**src/sv/ffba_desc_mem.sv**
```systemverilog
// Descriptor memory: one write port, one read port, registered read data.
// Stand-alone; holds one packed descriptor {free, length, start} per entry.
module ffba_desc_mem #(
    parameter int DEPTH = 64,
    parameter int WIDTH = 65
) (
    input  logic                     clk,
    input  logic                     rd_en,
    input  logic [$clog2(DEPTH)-1:0] rd_idx,
    output logic [WIDTH-1:0]         rd_data,
    input  logic                     wr_en,
    input  logic [$clog2(DEPTH)-1:0] wr_idx,
    input  logic [WIDTH-1:0]         wr_data
);

    logic [WIDTH-1:0] mem [DEPTH];
    logic [WIDTH-1:0] rd_data_reg;

    always_ff @(posedge clk)
    begin
        if (wr_en)
        begin
            mem[wr_idx] <= wr_data;
        end
    end

    always_ff @(posedge clk)
    begin
        if (rd_en)
        begin
            rd_data_reg <= mem[rd_idx];
        end
    end

    assign rd_data = rd_data_reg;

endmodule

```
**config.mk**
```make
export PLATFORM = sky130hd
export DESIGN_NAME = ffba_desc_mem
export DESIGN_NICKNAME = d
export VERILOG_FILES = /design/src/sv/ffba_desc_mem.sv
export SDC_FILE = /design/constraint.sdc
export NUM_CORES = 2
export LEC_CHECK = 0
export BUFFER_PORTS_ARGS = -buffer_cell sky130_fd_sc_hd__buf_2
export CAP_MARGIN = 20
export CORE_UTILIZATION = 59
export CTS_BUF_LIST = sky130_fd_sc_hd__clkbuf_8
export DETAILED_ROUTE_END_ITERATION = 12
export PLACE_DENSITY = 0.76
export SLEW_MARGIN = 20
export SYNTH_ARGS = -nofsm -noshare
export SYNTH_HDL_FRONTEND = slang
export SYNTH_MEMORY_MAX_BITS = 65536
export SYNTH_SLANG_ARGS = --single-unit
```
**constraint.sdc**
```tcl
create_clock -name clk -period 7.1 [get_ports clk]
set_clock_uncertainty 0.05 [all_clocks]
set_input_delay 1.42 -clock clk [delete_from_list [all_inputs] [get_ports clk]]
set_output_delay 1.42 -clock clk [all_outputs]
set_load 0.005 [all_outputs]
```
==> impl_metrics.json <==
{
  "die_area_sq_um": 272000,
  "min_from": "wr_data[40]",
  "final_nets": 7313,
  "clk_latency_ps": 1070,
  "min_delay_worst_endpoint": "mem[33][40]$_DFFE_PP_",
  "clkSlewWorstSetupHoldPaths_ps": 60,
  "cts_buffer_depth": 4,
  "worstRegToRegCells": 4,
  "ys_ff_latch": 4225,
  "holdBufCountCts": 0,
  "setup_viol": 0,
  "drc": 0,
  "grt_max_degree": 131,
  "r2r_slack_ps": 5100,
  "critPathCaptureType": "flip-flop",
  "drt-pass1-iter-count": 8,
  "grt-ovfl-total": 0,
  "critPathMaxFanout": 20,
  "wire_per_inst_um": 38.1,
  "synth_nets": 6686,
  "core_sq_um": 268000,
  "ctsResizeCount": 0,
  "die_w_um": 521,
  "cts_made_buffers": 636,
  "critPathLaunchType": "input pin",
  "gr-usage-all-layers_pct": 31.8,
  "wl_met2_mm": 202,
  "ys_seq_area_share_pct": 79.8,
  "vdd_drop_max_uv": 251,
  "hold_depth": 1,
  "r2r_end": "rd_data[17]$_DFFE_PP_",
  "fp.dieH_um": 521,
  "num_io_pins": 145,
  "crit_required_ps": 7690,
  "antenna_found_initial": 29,
  "fin_crit_sh_pct": 51.0,
  "gp_congestion": 0.820,
  "worstMarginPinSlew_ps": 1270,
  "timing.final.crit_period_ps": 3620,
  "num_vias": 79500,
  "antenna_left": 0,
  "grt_pass1_wl_mm": 597,
  "finalWirelength_mm": 429,
  "wl_met1_mm": 143,
  "clock_sinks": 4225,
  "initial_core_util_pct": 59.3,
  "finalSetupTns_ps": 0,
  "rows": 190,
  "clock.fmax_ghz": 0.276,
  "relSlewSlack_pct": 15.2,
  "wl_met3_mm": 60.9,
  "drive_above_1_share_pct": 29.2,
  "mostFrequentLayoutCell": "edfxtp_1",
  "cp.arrival_ps": 4210,
  "io_buffers": 144,
  "final_cell_mix": "edfxtp_1, mux4_2, clkbuf_8, a22oi_1, clkinv_1",
  "areaGrowthSynthToFinish_pct": 11.1,
  "holdWs_ps": 716,
  "drtIter0Drc": 12500,
  "drv_slew": 0,
  "syn_area_per_cell_sq_um": 24.1,
  "netlist_area_sq_um": 159000,
  "maxCapViolCount": 0,
  "clock-root-buffer": "clkbuf_8",
  "grt_setup_unrepaired": "no",
  "grt_pass1_vias": 80100,
  "ys_warn_count": 0,
  "hold_viol": 0,
  "highest_layer": "met5",
  "timing.rr.start": "mem[7][17]$_DFFE_PP_",
  "via_per_inst": 7.06,
  "post-cts-setup-buffers": 0,
  "cts_tree": "built",
  "leakagePower_nw": 55.3,
  "yosysUniqueCellTypes": 26,
  "power.density_nw_per_um2": 271,
  "place_hpwl_mm": 223,
  "setup.worst_path.class": "in -> reg",
  "hp-class": "in -> reg",
  "h-tree-depth": 6,
  "syn_inst": 6606,
  "status": "complete, no violations",
  "largest_reg_flops": 4160
}
[metrics by stage]
| stage | std cells | cell area, sq um | worst slack, ps | util, % | power, mW |
|---|---|---|---|---|---|
| after floorplan | 6606 | 159000 | 124 | - | 29.5 |
| after global placement | 10100 | 165000 | 2460 | 61.7 | 30.5 |
| after detailed placement | 10100 | 165000 | 2430 | 61.7 | 30.6 |
| after CTS | 11200 | 176000 | 3510 | 65.8 | 48.1 |
| after global routing | 11300 | 177000 | 3470 | 65.9 | 49.2 |
| final | 11300 | 177000 | 3480 | 65.9 | 47.9 |
[Yosys cell counts, drive strengths merged]
cell    instances  area (sq um)
or3             3          18.8
nand4b          1          8.76
nor2          112           420
nand2           8          30.0
o211a          65           651
clkbuf        120           450
o22ai         130           813
and2            3          18.8
nor2b           9          56.3
mux2i         103          1030
edfxtp       4225        127000
or3b            4          35.0
nand3b         25           188
buf           257          1460
or2             2          12.5
a22oi         260          1950
mux4         1040         23400
nor3            2          10.0
nand4           2          12.5
nand3         115           576
nand2b          9          56.3
o221ai         46           403
a211oi         65           488
[power breakdown]
part / internal (mW) / switching, mW / leakage, nW
Sequential: 27.7 / 0.0962 / 38.1
Combinational: 0.849 / 1.45 / 11.0
Clock: 8.68 / 9.15 / 6.25
[critical path, stage by stage]
cell,delay [ps]
buf_2,190
nor2_1,230
nand3_1,670
nor2_4,1040
buf_4,550
[final cells by class]
type	instances	area, sq um
sequential	4225	127000
fill	16200	91300
multi-input combinational	2004	30800
clock buffer	644	8860
tap	3552	4440
timing repair buffer	366	3410
clock inverter	454	2200
antenna	18	45.0
[kinds of logic after synthesis]
family | Yosys count | synth area share, %
flip-flops | 4225 | 79.8
multiplexers | 1143 | 15.4
AO/OA/AOI/OAI | 566 | 2.71
buffers and inverters | 377 | 1.20
AND/OR/NAND/NOR | 295 | 0.907
[routing by layer]
layer,up-vias,GRT usage (%)
met5,-,0.562
met4,10,15.3
met3,1155,7.94
met2,6713,49.4
met1,41500,42.9
li1,30100,-
[worst max path at each step]
stage	from	cells past startpoint	to
3_5_place_dp	wr_en	5	mem[38][38]$_DFFE_PP_
5_1_grt	rd_idx[0]	6	rd_data[44]$_DFFE_PP_
2_1_floorplan	wr_idx[3]	4	mem[48][0]$_DFFE_PP_
6_report	wr_idx[2]	5	mem[1][45]$_DFFE_PP_
4_1_cts	wr_en	5	mem[38][41]$_DFFE_PP_
3_3_place_gp	wr_en	5	mem[38][38]$_DFFE_PP_
(Power assumes the default switching activity.)
